--- src/http_request_line_parser_macros.svh ---
// ----------------------------------------------------------------------------
// HTTP request line parser - assertion macros
// Concurrent checks clocked on clk, disabled while rst_n is low.
// ----------------------------------------------------------------------------
`ifndef HTTP_REQUEST_LINE_PARSER_MACROS_SVH
`define HTTP_REQUEST_LINE_PARSER_MACROS_SVH

// same-cycle implication
`define HRLP_ASSERT_IMP(label, ante, cons, msg) \
    label: assert property (@(posedge clk) disable iff (!rst_n) (ante) |-> (cons)) \
        else $error(msg);

// next-cycle implication
`define HRLP_ASSERT_NEXT(label, ante, cons, msg) \
    label: assert property (@(posedge clk) disable iff (!rst_n) (ante) |=> (cons)) \
        else $error(msg);

`endif

--- src/hrlp_pkg.sv ---
// ----------------------------------------------------------------------------
// hrlp_pkg
// Types, character constants and extension tables of the request line parser.
// ----------------------------------------------------------------------------
package hrlp_pkg;

    localparam int MAX_FIELDS     = 16;
    localparam int MAX_METHOD_LEN = 10;

    localparam logic [3:0] FIELD_LAST   = 4'(MAX_FIELDS - 1);
    localparam logic [3:0] METHOD_LIMIT = 4'(MAX_METHOD_LEN);
    localparam logic [3:0] METHOD_SAT   = 4'd15;
    localparam logic [3:0] GET_LEN      = 4'd3;
    localparam logic [2:0] RES_LEN_SAT  = 3'd4;
    localparam logic [2:0] EXT_LEN_SAT  = 3'd5;
    localparam logic [2:0] EXT_STORE    = 3'd4;

    localparam logic [7:0] CHAR_SPACE = 8'h20;
    localparam logic [7:0] CHAR_QMARK = 8'h3F;
    localparam logic [7:0] CHAR_AMP   = 8'h26;
    localparam logic [7:0] CHAR_DOT   = 8'h2E;
    localparam logic [7:0] CHAR_UP_A  = 8'h41;
    localparam logic [7:0] CHAR_UP_Z  = 8'h5A;
    localparam logic [7:0] CASE_BIT   = 8'h20;

    localparam logic [7:0] GET_WORD [3] = '{8'h47, 8'h45, 8'h54};

    typedef enum logic [2:0] {
        PH_METHOD   = 3'd0,
        PH_SLASH    = 3'd1,
        PH_RESOURCE = 3'd2,
        PH_QUERY    = 3'd3,
        PH_DONE     = 3'd4
    } phase_t;

    typedef enum logic [2:0] {
        ROLE_METHOD    = 3'd0,
        ROLE_SKIP      = 3'd1,
        ROLE_RESOURCE  = 3'd2,
        ROLE_QUERY     = 3'd3,
        ROLE_FIELD     = 3'd4,
        ROLE_SEPARATOR = 3'd5,
        ROLE_LINE_END  = 3'd6,
        ROLE_IGNORED   = 3'd7
    } role_t;

    typedef enum logic [3:0] {
        MIME_NONE = 4'd0,
        MIME_HTML = 4'd1,
        MIME_CSS  = 4'd2,
        MIME_JS   = 4'd3,
        MIME_BMP  = 4'd4,
        MIME_JPEG = 4'd5,
        MIME_PNG  = 4'd6,
        MIME_WEBP = 4'd7,
        MIME_ICO  = 4'd8
    } mime_t;

    localparam int EXT_ENTRIES = 9;

    localparam logic [7:0] EXT_TEXT [EXT_ENTRIES][4] = '{
        '{8'h68, 8'h74, 8'h6D, 8'h6C},  // html
        '{8'h63, 8'h73, 8'h73, 8'h00},  // css
        '{8'h6A, 8'h73, 8'h00, 8'h00},  // js
        '{8'h62, 8'h6D, 8'h70, 8'h00},  // bmp
        '{8'h6A, 8'h70, 8'h65, 8'h67},  // jpeg
        '{8'h6A, 8'h70, 8'h67, 8'h00},  // jpg
        '{8'h70, 8'h6E, 8'h67, 8'h00},  // png
        '{8'h77, 8'h65, 8'h62, 8'h70},  // webp
        '{8'h69, 8'h63, 8'h6F, 8'h00}   // ico
    };

    localparam logic [2:0] EXT_LEN [EXT_ENTRIES] =
        '{3'd4, 3'd3, 3'd2, 3'd3, 3'd4, 3'd3, 3'd3, 3'd4, 3'd3};

    localparam mime_t EXT_CODE [EXT_ENTRIES] = '{MIME_HTML, MIME_CSS, MIME_JS,
        MIME_BMP, MIME_JPEG, MIME_JPEG, MIME_PNG, MIME_WEBP, MIME_ICO};

    typedef struct packed {
        logic [7:0] req_byte;
        logic       start_of_request;
    } req_t;

    typedef struct packed {
        role_t       byte_role;
        logic [3:0]  field_index;
        logic        line_done;
        logic        is_get;
        logic        resource_empty;
        logic        client_side;
        mime_t       mime_code;
        logic [4:0]  field_count;
        logic        field_overflow;
    } rsp_t;

    // resource summary handed to the extension matcher
    typedef struct packed {
        logic [2:0]       res_len;
        logic             dot_seen;
        logic             last_dot_at_start;
        logic [2:0]       ext_len;
        logic [3:0][7:0]  ext_chars;
    } ext_info_t;

endpackage

--- src/hrlp_mime.sv ---
// ----------------------------------------------------------------------------
// hrlp_mime
// Matches the lowercased last extension of the resource against the table.
// ----------------------------------------------------------------------------
module hrlp_mime (
    input  hrlp_pkg::ext_info_t ext,
    output hrlp_pkg::mime_t     code
);
    import hrlp_pkg::*;

    logic [EXT_ENTRIES-1:0] hit;

    always_comb
    begin
        hit = '0;
        for (int k = 0; k < EXT_ENTRIES; k++)
        begin
            hit[k] = (EXT_LEN[k] == ext.ext_len);
            for (int p = 0; p < 4; p++)
            begin
                if (3'(p) < ext.ext_len && ext.ext_chars[p] != EXT_TEXT[k][p])
                begin
                    hit[k] = 1'b0;
                end
            end
        end
    end

    always_comb
    begin
        code = MIME_NONE;
        if (ext.res_len >= RES_LEN_SAT && ext.dot_seen && !ext.last_dot_at_start)
        begin
            for (int k = EXT_ENTRIES - 1; k >= 0; k--)
            begin
                if (hit[k])
                begin
                    code = EXT_CODE[k];
                end
            end
        end
    end

endmodule

--- src/hrlp_core.sv ---
// ----------------------------------------------------------------------------
// hrlp_core
// Parse state registers and the per-byte tagging logic.
// ----------------------------------------------------------------------------
module hrlp_core (
    input  logic           clk,
    input  logic           rst_n,
    input  logic           step_en,
    input  hrlp_pkg::req_t item,
    output hrlp_pkg::rsp_t result
);
    import hrlp_pkg::*;

    phase_t          phase_reg,    phase_next;
    logic [3:0]      mlen_reg,     mlen_next;
    logic            match_reg,    match_next;
    logic [2:0]      rlen_reg,     rlen_next;
    logic            dot_reg,      dot_next;
    logic            ldot_reg,     ldot_next;
    logic [2:0]      elen_reg,     elen_next;
    logic [3:0]      field_reg,    field_next;
    logic            ovf_reg,      ovf_next;
    logic [3:0][7:0] ext_chars_reg;

    // current state as seen by this byte: start of request forces reset values
    phase_t     ph;
    logic [3:0] mlen;
    logic       match;
    logic [2:0] rlen;
    logic       dot;
    logic       ldot;
    logic [2:0] elen;
    logic [3:0] field;
    logic       ovf;

    logic [7:0] b;
    logic [7:0] lower;
    logic       ext_wr;
    logic       get_now;
    ext_info_t  ext;
    mime_t      mime;

    assign b     = item.req_byte;
    assign lower = (b >= CHAR_UP_A && b <= CHAR_UP_Z) ? (b | CASE_BIT) : b;

    always_comb
    begin
        if (item.start_of_request)
        begin
            ph    = PH_METHOD;
            mlen  = '0;
            match = 1'b1;
            rlen  = '0;
            dot   = 1'b0;
            ldot  = 1'b0;
            elen  = '0;
            field = '0;
            ovf   = 1'b0;
        end
        else
        begin
            ph    = phase_reg;
            mlen  = mlen_reg;
            match = match_reg;
            rlen  = rlen_reg;
            dot   = dot_reg;
            ldot  = ldot_reg;
            elen  = elen_reg;
            field = field_reg;
            ovf   = ovf_reg;
        end
    end

    assign get_now = match && (mlen == GET_LEN);

    assign ext.res_len           = rlen;
    assign ext.dot_seen          = dot;
    assign ext.last_dot_at_start = ldot;
    assign ext.ext_len           = elen;
    assign ext.ext_chars         = ext_chars_reg;

    hrlp_mime u_mime (
        .ext  (ext),
        .code (mime)
    );

    always_comb
    begin
        phase_next = ph;
        mlen_next  = mlen;
        match_next = match;
        rlen_next  = rlen;
        dot_next   = dot;
        ldot_next  = ldot;
        elen_next  = elen;
        field_next = field;
        ovf_next   = ovf;
        ext_wr     = 1'b0;
        result     = '0;

        unique case (ph)
            PH_METHOD:
            begin
                if (b == CHAR_SPACE)
                begin
                    result.byte_role = ROLE_SKIP;
                    phase_next       = PH_SLASH;
                end
                else
                begin
                    result.byte_role = ROLE_METHOD;
                    if (mlen >= GET_LEN || mlen >= METHOD_LIMIT
                        || b != GET_WORD[mlen[1:0]])
                    begin
                        match_next = 1'b0;
                    end
                    if (mlen != METHOD_SAT)
                    begin
                        mlen_next = mlen + 4'd1;
                    end
                end
            end
            PH_SLASH:
            begin
                if (get_now)
                begin
                    result.byte_role = ROLE_SKIP;
                    phase_next       = PH_RESOURCE;
                end
                else
                begin
                    // not GET: the line closes here with nothing collected
                    result.byte_role      = ROLE_LINE_END;
                    result.line_done      = 1'b1;
                    result.resource_empty = (rlen == '0);
                    result.client_side    = (rlen == '0) || dot;
                    result.mime_code      = mime;
                    result.field_overflow = ovf;
                    phase_next            = PH_DONE;
                end
            end
            PH_RESOURCE:
            begin
                if (b == CHAR_SPACE)
                begin
                    result.byte_role      = ROLE_LINE_END;
                    result.line_done      = 1'b1;
                    result.is_get         = get_now;
                    result.resource_empty = (rlen == '0);
                    result.client_side    = (rlen == '0) || dot;
                    result.mime_code      = mime;
                    result.field_overflow = ovf;
                    phase_next            = PH_DONE;
                end
                else if (b == CHAR_QMARK)
                begin
                    result.byte_role = ROLE_QUERY;
                    phase_next       = PH_QUERY;
                end
                else
                begin
                    result.byte_role = ROLE_RESOURCE;
                    if (b == CHAR_DOT)
                    begin
                        dot_next  = 1'b1;
                        ldot_next = (rlen == '0);
                        elen_next = '0;
                    end
                    else
                    begin
                        ext_wr = (elen < EXT_STORE);
                        if (elen != EXT_LEN_SAT)
                        begin
                            elen_next = elen + 3'd1;
                        end
                    end
                    if (rlen != RES_LEN_SAT)
                    begin
                        rlen_next = rlen + 3'd1;
                    end
                end
            end
            PH_QUERY:
            begin
                if (b == CHAR_SPACE)
                begin
                    result.byte_role      = ROLE_LINE_END;
                    result.line_done      = 1'b1;
                    result.is_get         = get_now;
                    result.resource_empty = (rlen == '0);
                    result.client_side    = (rlen == '0) || dot;
                    result.mime_code      = mime;
                    result.field_count    = {1'b0, field} + 5'd1;
                    result.field_overflow = ovf;
                    phase_next            = PH_DONE;
                end
                else if (b == CHAR_AMP)
                begin
                    result.byte_role = ROLE_SEPARATOR;
                    if (field != FIELD_LAST)
                    begin
                        field_next = field + 4'd1;
                    end
                    else
                    begin
                        ovf_next = 1'b1;
                    end
                end
                else
                begin
                    result.byte_role   = ROLE_FIELD;
                    result.field_index = field;
                end
            end
            default:
            begin
                result.byte_role = ROLE_IGNORED;
            end
        endcase
    end

    always_ff @(posedge clk or negedge rst_n)
    begin
        if (!rst_n)
        begin
            phase_reg <= PH_METHOD;
            mlen_reg  <= '0;
            match_reg <= 1'b1;
            rlen_reg  <= '0;
            dot_reg   <= 1'b0;
            ldot_reg  <= 1'b0;
            elen_reg  <= '0;
            field_reg <= '0;
            ovf_reg   <= 1'b0;
        end
        else if (step_en)
        begin
            phase_reg <= phase_next;
            mlen_reg  <= mlen_next;
            match_reg <= match_next;
            rlen_reg  <= rlen_next;
            dot_reg   <= dot_next;
            ldot_reg  <= ldot_next;
            elen_reg  <= elen_next;
            field_reg <= field_next;
            ovf_reg   <= ovf_next;
        end
    end

    // extension characters are only read below the written length
    always_ff @(posedge clk)
    begin
        if (step_en && ext_wr)
        begin
            ext_chars_reg[elen[1:0]] <= lower;
        end
    end

endmodule

--- src/http_request_line_parser.sv ---
// ----------------------------------------------------------------------------
// http_request_line_parser
// Tags each byte of an HTTP request line and summarizes the line at its end.
// ----------------------------------------------------------------------------
// Usage:
//   req channel (req_valid/req_ready/req_data) takes one byte per
//   transaction; start_of_request on a byte restarts parsing with that byte.
//   rsp channel (rsp_valid/rsp_ready/rsp_data) gives one result per byte,
//   in order: byte role, field index, and on the line-end byte the GET flag,
//   resource summary, MIME code and query field count.
//   Pipeline: two register stages (input register, then result register);
//   an accepted byte waits in the input register, and its result is
//   registered in the result register and presented from then on.
//   Throughput: one byte per cycle while the rsp channel does not stall,
//   limited by the single parse-state update per byte.
//   Stall: while rsp_ready is low the result holds and one more byte can sit
//   in the input register; req_ready drops only when both are full.
//   Reset: rst_n clears both stages and returns the parser to the method
//   phase.
// ----------------------------------------------------------------------------
`include "http_request_line_parser_macros.svh"

module http_request_line_parser (
    input  logic           clk,
    input  logic           rst_n,
    input  logic           req_valid,
    output logic           req_ready,
    input  hrlp_pkg::req_t req_data,
    output logic           rsp_valid,
    input  logic           rsp_ready,
    output hrlp_pkg::rsp_t rsp_data
);
    import hrlp_pkg::*;

    logic s1_valid_reg;
    req_t s1_data_reg;
    logic rsp_valid_reg;
    rsp_t rsp_data_reg;
    rsp_t step_result;
    logic advance;

    assign advance   = s1_valid_reg && (!rsp_valid_reg || rsp_ready);
    assign req_ready = !s1_valid_reg || advance;
    assign rsp_valid = rsp_valid_reg;
    assign rsp_data  = rsp_data_reg;

    hrlp_core u_core (
        .clk     (clk),
        .rst_n   (rst_n),
        .step_en (advance),
        .item    (s1_data_reg),
        .result  (step_result)
    );

    always_ff @(posedge clk or negedge rst_n)
    begin
        if (!rst_n)
        begin
            s1_valid_reg  <= 1'b0;
            rsp_valid_reg <= 1'b0;
        end
        else
        begin
            if (req_ready)
            begin
                s1_valid_reg <= req_valid;
            end
            if (advance)
            begin
                rsp_valid_reg <= 1'b1;
            end
            else if (rsp_ready)
            begin
                rsp_valid_reg <= 1'b0;
            end
        end
    end

    always_ff @(posedge clk)
    begin
        if (req_valid && req_ready)
        begin
            s1_data_reg <= req_data;
        end
        if (advance)
        begin
            rsp_data_reg <= step_result;
        end
    end

    `HRLP_ASSERT_IMP(a_done_is_line_end, rsp_valid_reg, rsp_data_reg.line_done == (rsp_data_reg.byte_role == ROLE_LINE_END), "line_done disagrees with byte role")
    `HRLP_ASSERT_IMP(a_summary_zero, rsp_valid_reg && !rsp_data_reg.line_done, rsp_data_reg.field_count == 5'd0 && rsp_data_reg.mime_code == MIME_NONE && !rsp_data_reg.is_get, "line summary set without line end")
    `HRLP_ASSERT_IMP(a_overflow_count, rsp_valid_reg && rsp_data_reg.field_overflow, rsp_data_reg.field_count == 5'(MAX_FIELDS), "overflow without saturated field count")
    `HRLP_ASSERT_NEXT(a_held_byte_kept, s1_valid_reg && rsp_valid_reg && !rsp_ready, s1_valid_reg && $stable(s1_data_reg), "buffered byte lost during stall")

endmodule

--- config.mk ---
export PLATFORM = sky130hd
export DESIGN_NAME = http_request_line_parser
export DESIGN_NICKNAME = d
export VERILOG_FILES = /design/src/hrlp_pkg.sv /design/src/hrlp_mime.sv /design/src/hrlp_core.sv /design/src/http_request_line_parser.sv
export VERILOG_INCLUDE_DIRS = /design/src /design/src/src
export SDC_FILE = /design/constraint.sdc
export NUM_CORES = 1
export LEC_CHECK = 0
export ABC_AREA = 1
export BUFFER_PORTS_ARGS = -buffer_cell sky130_fd_sc_hd__clkbuf_2
export CORE_AREA = 2 2 118 120
export DETAILED_ROUTE_END_ITERATION = 16
export DIE_AREA = 0 0 120 122
export GPL_TIMING_DRIVEN = 0
export RECOVER_POWER = 100
export SLEW_MARGIN = 10
export SYNTH_ARGS = -nofsm -noshare
export SYNTH_HDL_FRONTEND = slang
export SYNTH_SLANG_ARGS = --single-unit
--- constraint.sdc ---
create_clock -name clk -period 3.1 [get_ports clk]
set_input_delay 0.775 -clock clk [delete_from_list [all_inputs] [get_ports clk]]
set_output_delay 0.775 -clock clk [all_outputs]
set_load 0.02 [all_outputs]
==> results of run 1 <==
synthesized netlist by cell type, types with 2 or more instances:
cell type,n
sky130_fd_sc_hd__or2_2,2
sky130_fd_sc_hd__nor2_1,79
sky130_fd_sc_hd__inv_1,70
sky130_fd_sc_hd__nand3_1,33
sky130_fd_sc_hd__xnor2_1,2
sky130_fd_sc_hd__nand4_1,11
sky130_fd_sc_hd__o22ai_1,3
sky130_fd_sc_hd__o31ai_1,2
sky130_fd_sc_hd__clkbuf_1,3
sky130_fd_sc_hd__nor2_4,5
sky130_fd_sc_hd__ha_1,6
sky130_fd_sc_hd__o21ai_0,20
sky130_fd_sc_hd__edfxtp_1,62
sky130_fd_sc_hd__nand2_2,4
sky130_fd_sc_hd__nand2_1,105
sky130_fd_sc_hd__nor3_1,16
sky130_fd_sc_hd__nand2_4,3
sky130_fd_sc_hd__xor2_1,5
sky130_fd_sc_hd__a21oi_1,10
sky130_fd_sc_hd__dfrtp_1,22
sky130_fd_sc_hd__nor3_2,2
through the flow:
stage	setup slack [ns]	instance area, um^2	utilization (%)	hold slack [ns]
global route	0.1776	5006	37.07	0.5267
global placement	0.2982	4741	35.11	0.4693
finish	0.3570	5006	37.07	0.4905
floorplan	0.8497	4340	-	0.4495
CTS	0.4600	5082	37.64	0.4527
detailed placement	0.4739	4742	35.12	0.4776
final timing paths:
check                                     endpoint  slack [ns]
worst max-delay path                u_core.ext[27]        0.36
worst min-delay path            u_core.mlen_reg[2]        0.49
worst max register to register      u_core.ext[27]        0.36
worst min register to register  u_core.mlen_reg[2]        0.49
max in group asynchronous       u_core.mlen_reg[1]        1.62
min in group asynchronous          u_core.ldot_reg        0.71
layout by cell type (no fill, tap or decap), types with 10 or more instances in the layout:
cell and instances:
sky130_fd_sc_hd__clkbuf_1 28, sky130_fd_sc_hd__inv_1 70, sky130_fd_sc_hd__o21ai_0 20, sky130_fd_sc_hd__nor2_1 81, sky130_fd_sc_hd__edfxtp_1 62, sky130_fd_sc_hd__a21oi_1 10
sky130_fd_sc_hd__dfrtp_1 22, sky130_fd_sc_hd__nand2_1 109, sky130_fd_sc_hd__nand4_1 12, sky130_fd_sc_hd__nor3_1 17, sky130_fd_sc_hd__clkbuf_2 11, sky130_fd_sc_hd__nand3_1 33
logic make-up (layout without fill, tap and decap cells):
family                   Yosys count  count (layout)  synth area share [%]
buffers and inverters             76             127                 6.861
XOR/XNOR                           7               7                 1.413
AO/OA/AOI/OAI                     45              45                 6.140
AND/OR/NAND/NOR                  266             266                 27.67
flip-flops                        85              85                 56.18
adder cells (fa/ha/maj)            6               6                 1.730
routing by layer:
layer | track usage, % | share of wire [%]
met3 | 3.652 | 4.6
met4 | 5.956 | 1.9
met1 | 17.27 | 45
met5 | 0 | 0
met2 | 21.98 | 48
area by class of cell:
class                           count  area (um^2)
Fill cell                        1366         8498
Inverter                           72        272.8
Tap cell                          180        225.2
Multi-Input combinational cell    324         1559
Sequential cell                    85         2439
Buffer                              4        25.02
Timing Repair Buffer               35        145.1
Clock inverter                      6        111.4
Clock buffer                       10        229.0
worst max-delay path, cell delays in order (launching register included):
cell and delay (ns):
sky130_fd_sc_hd__edfxtp_1 0.58, sky130_fd_sc_hd__inv_4 0.20, sky130_fd_sc_hd__nand2_1 0.12, sky130_fd_sc_hd__nor2_4 0.14, sky130_fd_sc_hd__inv_2 0.06, sky130_fd_sc_hd__nor2_4 0.10
sky130_fd_sc_hd__nand2_1 0.10, sky130_fd_sc_hd__nor2_4 0.20, sky130_fd_sc_hd__nand4_1 0.23, sky130_fd_sc_hd__nor2_1 0.63
power by group:
group          switching (uW)  internal [uW]
clock network             436            787
logic                     372            156
registers                78.8           1360
total                     887           2310
==> metrics, run 1 <==
wire length of the first global-routing pass=between 15,000 and 20,000 um; Worst R2R Start=s1_data_reg[0]; library cell used as clock root buffer=sky130_fd_sc_hd__clkbuf_16; worst voltage drop across the vdd grid=about 0.24 mV; Final Instance Count excl. Fillers=716; syn_area_per_cell=between 8 and 9 um^2; Diodes inserted=0; number of cells on the worst hold path=2; share of the cycle needed by the critical path after routing=roughly 88%; post-CTS setup repair buffer count=0; post-cts sizing count=0; final net count=550; Post-DRT Antenna Nets=0; area share of the leading cell type in the synthesized netlist=between 40% and 50%; area of the mapped netlist=~4300 um^2; hold violation total from the final report=0; placer congestion estimate=a little under 0.9; Syn. warnings=0; Layout Skew=about 0.0060 ns; kind of capture point of the worst setup path=flip-flop; die boundary width=about 120 um; via/cell ratio=between 4 and 5; Power Dens Cells=around 640 nW/um^2; std cell rows=43; initial core utilization=between 30% and 40%; syn nets=504; count of final setup violators=0; Ports=36; worst setup path startpoint=s1_data_reg[0]; Max Slew Vio Count=31; clock insertion delay at the later pin of the skew report=around 0.34 ns; Cell variety after synth=between 40 and 50; leftover overflow at the end of global routing=0; maximum frequency from static timing analysis=364.6 MHz; flip-flop cell with the highest count after synthesis=sky130_fd_sc_hd__edfxtp_1; area delta synth->final=15.34%; post-route DRC violation count=0; max_slew headroom=-4.771%; setup TNS=0 ns; critical path fanouts, max=9; floorplan die height=between 100 and 150 um; synth top area cells=sky130_fd_sc_hd__edfxtp_1, sky130_fd_sc_hd__dfrtp_1, sky130_fd_sc_hd__nand2_1, sky130_fd_sc_hd__nor2_1, sky130_fd_sc_hd__inv_1; buffer levels on the longest clock path=2; count of maximum capacitance violations=1; number of vias in the routed layout=3,381; TritonCTS clock tree=done; Tightest Hold Check Type=flip-flop to flip-flop; failing checks=max-capacitance violations, max-slew violations; number of detailed-route iterations in the first pass=4; RSZ-0062 raised after global routing=no; post-synthesis async set-or-reset flop share=between 20% and 30%; number of port buffers=35; number of buffers created by CTS=9; Routed WL per cell=approximately 13 um; Period minus WS final=2.743 ns; status=finished, violations left; number of cells traversed by the worst register-to-register path=9; number of synthesized register bits=between 80 and 90; global-route usage over all layers=between 10% and 20%; post-route total power=between 3000 and 4000 uW; pin count of the biggest net entering global routing=31; data arrival time of the worst path=2.71 ns; library cell with the largest summed area after synthesis=sky130_fd_sc_hd__edfxtp_1; proportion of synthesized chip area in sequential cells=56.18%; leak pwr=~0.0020 uW; placed instance count=700; first-iteration detailed-routing DRC count=261; Std-Cell Core Area=between 10,000 and 15,000 um^2; vias in the first global route=around 3,300; flip-flop count of the largest register after layout=32; CTS Hold Bufs=0; routed wire length=just under 10,000 um; Detailed Place HPWL=approximately 7100 um; H-tree level count=3; Least-Margin Pin Slew=between 1.5 and 2 ns; proportion of layout cells with a drive suffix above 1=about 7.6%; Clock Pin Slew Worst Setup and Hold Paths=~0.060 ns; die footprint=~15,000 um^2; startpoint kind of the worst setup timing path=flip-flop; kind of critical path=flip-flop to flip-flop; number of antenna violations at the first check in global routing=0; Gate Count Post-Synth=485; number of flops mapped to enable cells by yosys=62; startpoint of the tightest hold check path=u_core.mlen_reg[2]; required time at the worst-slack endpoint=3.07 ns; clock net sink count=85
Power figures use the tool's default switching activity.
==> run 2: changes to the inputs <==
--- a/config.mk
+++ b/config.mk
@@ -8,12 +8,17 @@
 export LEC_CHECK = 0
 export ABC_AREA = 1
 export BUFFER_PORTS_ARGS = -buffer_cell sky130_fd_sc_hd__clkbuf_2
-export CORE_AREA = 2 2 118 120
+export CELL_PAD_IN_SITES_DETAIL_PLACEMENT = 1
+export CELL_PAD_IN_SITES_GLOBAL_PLACEMENT = 1
+export CORE_AREA = 2 2 123 125
 export DETAILED_ROUTE_END_ITERATION = 16
-export DIE_AREA = 0 0 120 122
+export DIE_AREA = 0 0 125 127
 export GPL_TIMING_DRIVEN = 0
+export PLACE_DENSITY_LB_ADDON = 0.1
 export RECOVER_POWER = 100
 export SLEW_MARGIN = 10
 export SYNTH_ARGS = -nofsm -noshare
 export SYNTH_HDL_FRONTEND = slang
+export SYNTH_HIERARCHICAL = 1
 export SYNTH_SLANG_ARGS = --single-unit
+export TNS_END_PERCENT = 1
==> run 2 against run 1 <==
Effect of this change:
- the flow now finishes without violations
- first-iteration DRC count shrank 48%
- clock power is 21% lower
- fmax decreased by 4.1%
- die area increased by 8.4%
- area after synthesis increased by 8.5%
- core utilization decreased by 0.056 points
- routed wire length up 35%
- sequential cell count stayed put
==> metrics, run 2 <==
global-route usage over all layers=around 18%; Max Slew Vio Count=0; area delta synth->final=13.39%; Std-Cell Core Area=approximately 14,000 um^2; post-route cell area=around 5300 um^2; floorplan die height=127 um; final net count=~640; post-route DRC violation count=0; hold violation total from the final report=0; # fillers=1,754; via/cell ratio=4.806; share of the cycle needed by the critical path after routing=between 90% and 100%; combined buffer and inverter count along the critical path=3; xor/xnor cell area share of the yosys netlist=less than 1%; initial core utilization=between 30% and 40%; syn nets=590; kind of critical path=input port to flip-flop; Post-Synth Simple-Gate Area=between 30% and 40%; Period minus WS final=around 2.9 ns; die footprint=between 15,000 and 20,000 um^2; pin count of the biggest net entering global routing=24; number of buffers created by CTS=9; number of cells traversed by the worst register-to-register path=4; Ports=36; placer congestion estimate=~0.87; TritonCTS clock tree=done; Clock Pin Slew Worst Setup and Hold Paths=0.06 ns; syn_area_per_cell=just over 8 um^2; max_slew headroom=a little under a tenth; leftover overflow at the end of global routing=0; leading cell types in the layout, fill and taps excluded=sky130_fd_sc_hd__nand2_1, sky130_fd_sc_hd__nor2_1, sky130_fd_sc_hd__inv_1; Syn. warnings=6; proportion of layout cells with a drive suffix above 1=11.13%; number of vias in the routed layout=3,864; count of final setup violators=0; worst voltage drop across the vdd grid=~0.24 mV; delay contributed by the slowest stage of the critical path=0.69 ns; total number of cells along the worst setup path=6; mux cell area share after synthesis=0%; Critical-path top delay cell=sky130_fd_sc_hd__nor3b_2; routed wire length=between 10,000 and 15,000 um; setup slack of the worst register-to-register path=0.31 ns; library cell used as clock root buffer=sky130_fd_sc_hd__clkbuf_16; area of the mapped netlist=4708 um^2; post-synthesis compound-gate area fraction=4.358%; Diodes inserted=0; Tightest Hold Check Type=flip-flop to flip-flop; flip-flop cell with the highest count after synthesis=sky130_fd_sc_hd__edfxtp_1; Post-DRT Antenna Nets=0; first-iteration detailed-routing DRC count=136; switching part of the total=24.53%; vias in the first global route=between 4,000 and 5,000; status=finished, final reports clean; count of maximum capacitance violations=0; data arrival time of the worst path=approximately 2.8 ns; number of antenna violations at the first check in global routing=0; share of total power in combinational logic=under 10%; Least-Margin Pin Slew=about 1.4 ns; kind of capture point of the worst setup path=flip-flop; Internal Dissipation=1857 uW; Layout Skew=about 0.0056 ns; area share of the leading cell type in the synthesized netlist=between 30% and 40%; sequential power share=53.2%; wire length of the first global-routing pass=between 20,000 and 25,000 um; Post-synth top cells=sky130_fd_sc_hd__nand2_1, sky130_fd_sc_hd__nor2_1, sky130_fd_sc_hd__inv_1; H-tree level count=3; setup TNS=0 ns; Cell variety after synth=38; Routed WL per cell=around 16 um; proportion of synthesized chip area in sequential cells=between 50% and 60%; std cell rows=44; Gate Count Post-Synth=~570; number of synthesized register bits=between 80 and 90; critical path fanouts, max=22; largest family of logic cells by synthesized area=simple AND/OR/NAND/NOR gates; synth top area cells=sky130_fd_sc_hd__edfxtp_1, sky130_fd_sc_hd__nand2_1, sky130_fd_sc_hd__dfrtp_1, sky130_fd_sc_hd__nor2_1, sky130_fd_sc_hd__inv_1; die boundary width=between 100 and 150 um; post-synthesis async set-or-reset flop share=27.06%; clock net sink count=85; flip-flop count of the largest register after layout=32; placed standard-cell area=approximately 5000 um^2; clock network power share=around two fifths; number of flops mapped to enable cells by yosys=a little over 60; top cell family by delay on the critical path=simple AND/OR/NAND/NOR gates; commonest non-fill, non-tap cell in the layout=sky130_fd_sc_hd__nand2_1; leak pwr=0.002287 uW; fin util=~37%; startpoint kind of the worst setup timing path=input port; number of cells on the worst hold path=2; number of detailed-route iterations in the first pass=4; most frequent cell after synthesis=sky130_fd_sc_hd__nand2_1; clock insertion delay at the later pin of the skew report=between 0.3 and 0.4 ns; required time at the worst-slack endpoint=3.08 ns; number of port buffers=35; buffer levels on the longest clock path=2; net switching power=about 600 uW; critical path cell sequence=clkbuf_2 -> inv_2 -> a21oi_4 -> clkbuf_1 -> nand3_1 -> nor3b_2; library cell with the largest summed area after synthesis=sky130_fd_sc_hd__edfxtp_1; Power Dens Cells=roughly 460 nW/um^2; adder and majority cell fraction of the synthesized area=between 2 and 2.5%; Detailed Place HPWL=approximately 10000 um; maximum frequency from static timing analysis=between 300 and 400 MHz; RSZ-0062 raised after global routing=yes
## run 2: worst reg2reg max path, cell delays in order, from the launching register on
cell	delay (ns)
sky130_fd_sc_hd__dfrtp_1	0.44
sky130_fd_sc_hd__a21oi_4	0.64
sky130_fd_sc_hd__clkbuf_1	0.36
sky130_fd_sc_hd__nand3_1	0.28
sky130_fd_sc_hd__nor3b_2	0.69
## run 2: power groups by stage
stage,Combinational [uW],Sequential [uW],Clock (uW)
final,190,1310,963
after detailed placement,199,1330,0
after CTS,199,1310,999
after floorplan,101,1340,0
after global routing,215,1320,1040
after global placement,192,1330,0
## run 2: cell type report
type	instances	area (um^2)	share of cell area [%]
Timing Repair Buffer	35	143.9	2.695
Buffer	6	33.78	0.6328
Tap cell	184	230.2	4.312
Multi-Input combinational cell	386	1891	35.41
Sequential cell	85	2439	45.68
Clock inverter	3	13.76	0.2578
Inverter	92	347.8	6.515
Clock buffer	13	240.2	4.500
## run 2: what timing repair did
action,CTS,global route
setup buffers,0,0
resized for setup,1,3
setup endpoints to repair,32,24
hold buffers,0,0
## run 2: worst paths after layout
path                                      from                  end
worst max-delay path                 rsp_ready       u_core/ext[29]
worst min register to register  u_core/dot_reg       u_core/dot_reg
worst min-delay path            u_core/dot_reg       u_core/dot_reg
min in group asynchronous                rst_n  u_core/field_reg[1]
worst max register to register       rsp_valid       u_core/ext[29]
max in group asynchronous                rst_n   u_core/rlen_reg[0]
## run 2: per-layer routing
layer	global-route usage [%]	vias to the layer above	part of all wire, %
met1	23.81	1868	51
met5	0	-	0
met3	2.931	16	2.5
met4	6.471	0	1.5
li1	-	1931	-
met2	28.32	49	45
## run 2: cell families (layout without fill, tap and decap cells)
logic type | count (synthesis) | in the layout
AND/OR/NAND/NOR | 343 | 343
flip-flops | 85 | 85
XOR/XNOR | 1 | 1
AO/OA/AOI/OAI | 34 | 34
adder cells (fa/ha/maj) | 8 | 8
buffers and inverters | 98 | 149
## run 2: stage by stage
step / instances / setup WS [ns] / hold WS (ns) / power [uW]
3_5_place_dp: 788 / -0.6207 / 0.4740 / 1532
5_1_grt: 804 / -0.01496 / 0.5031 / 2571
6_report: 804 / 0.2399 / 0.4879 / 2461
4_1_cts: 804 / -0.1089 / 0.4539 / 2507
3_3_place_gp: 788 / -0.9017 / 0.4619 / 1523
2_1_floorplan: 569 / 0.07604 / 0.4488 / 1443
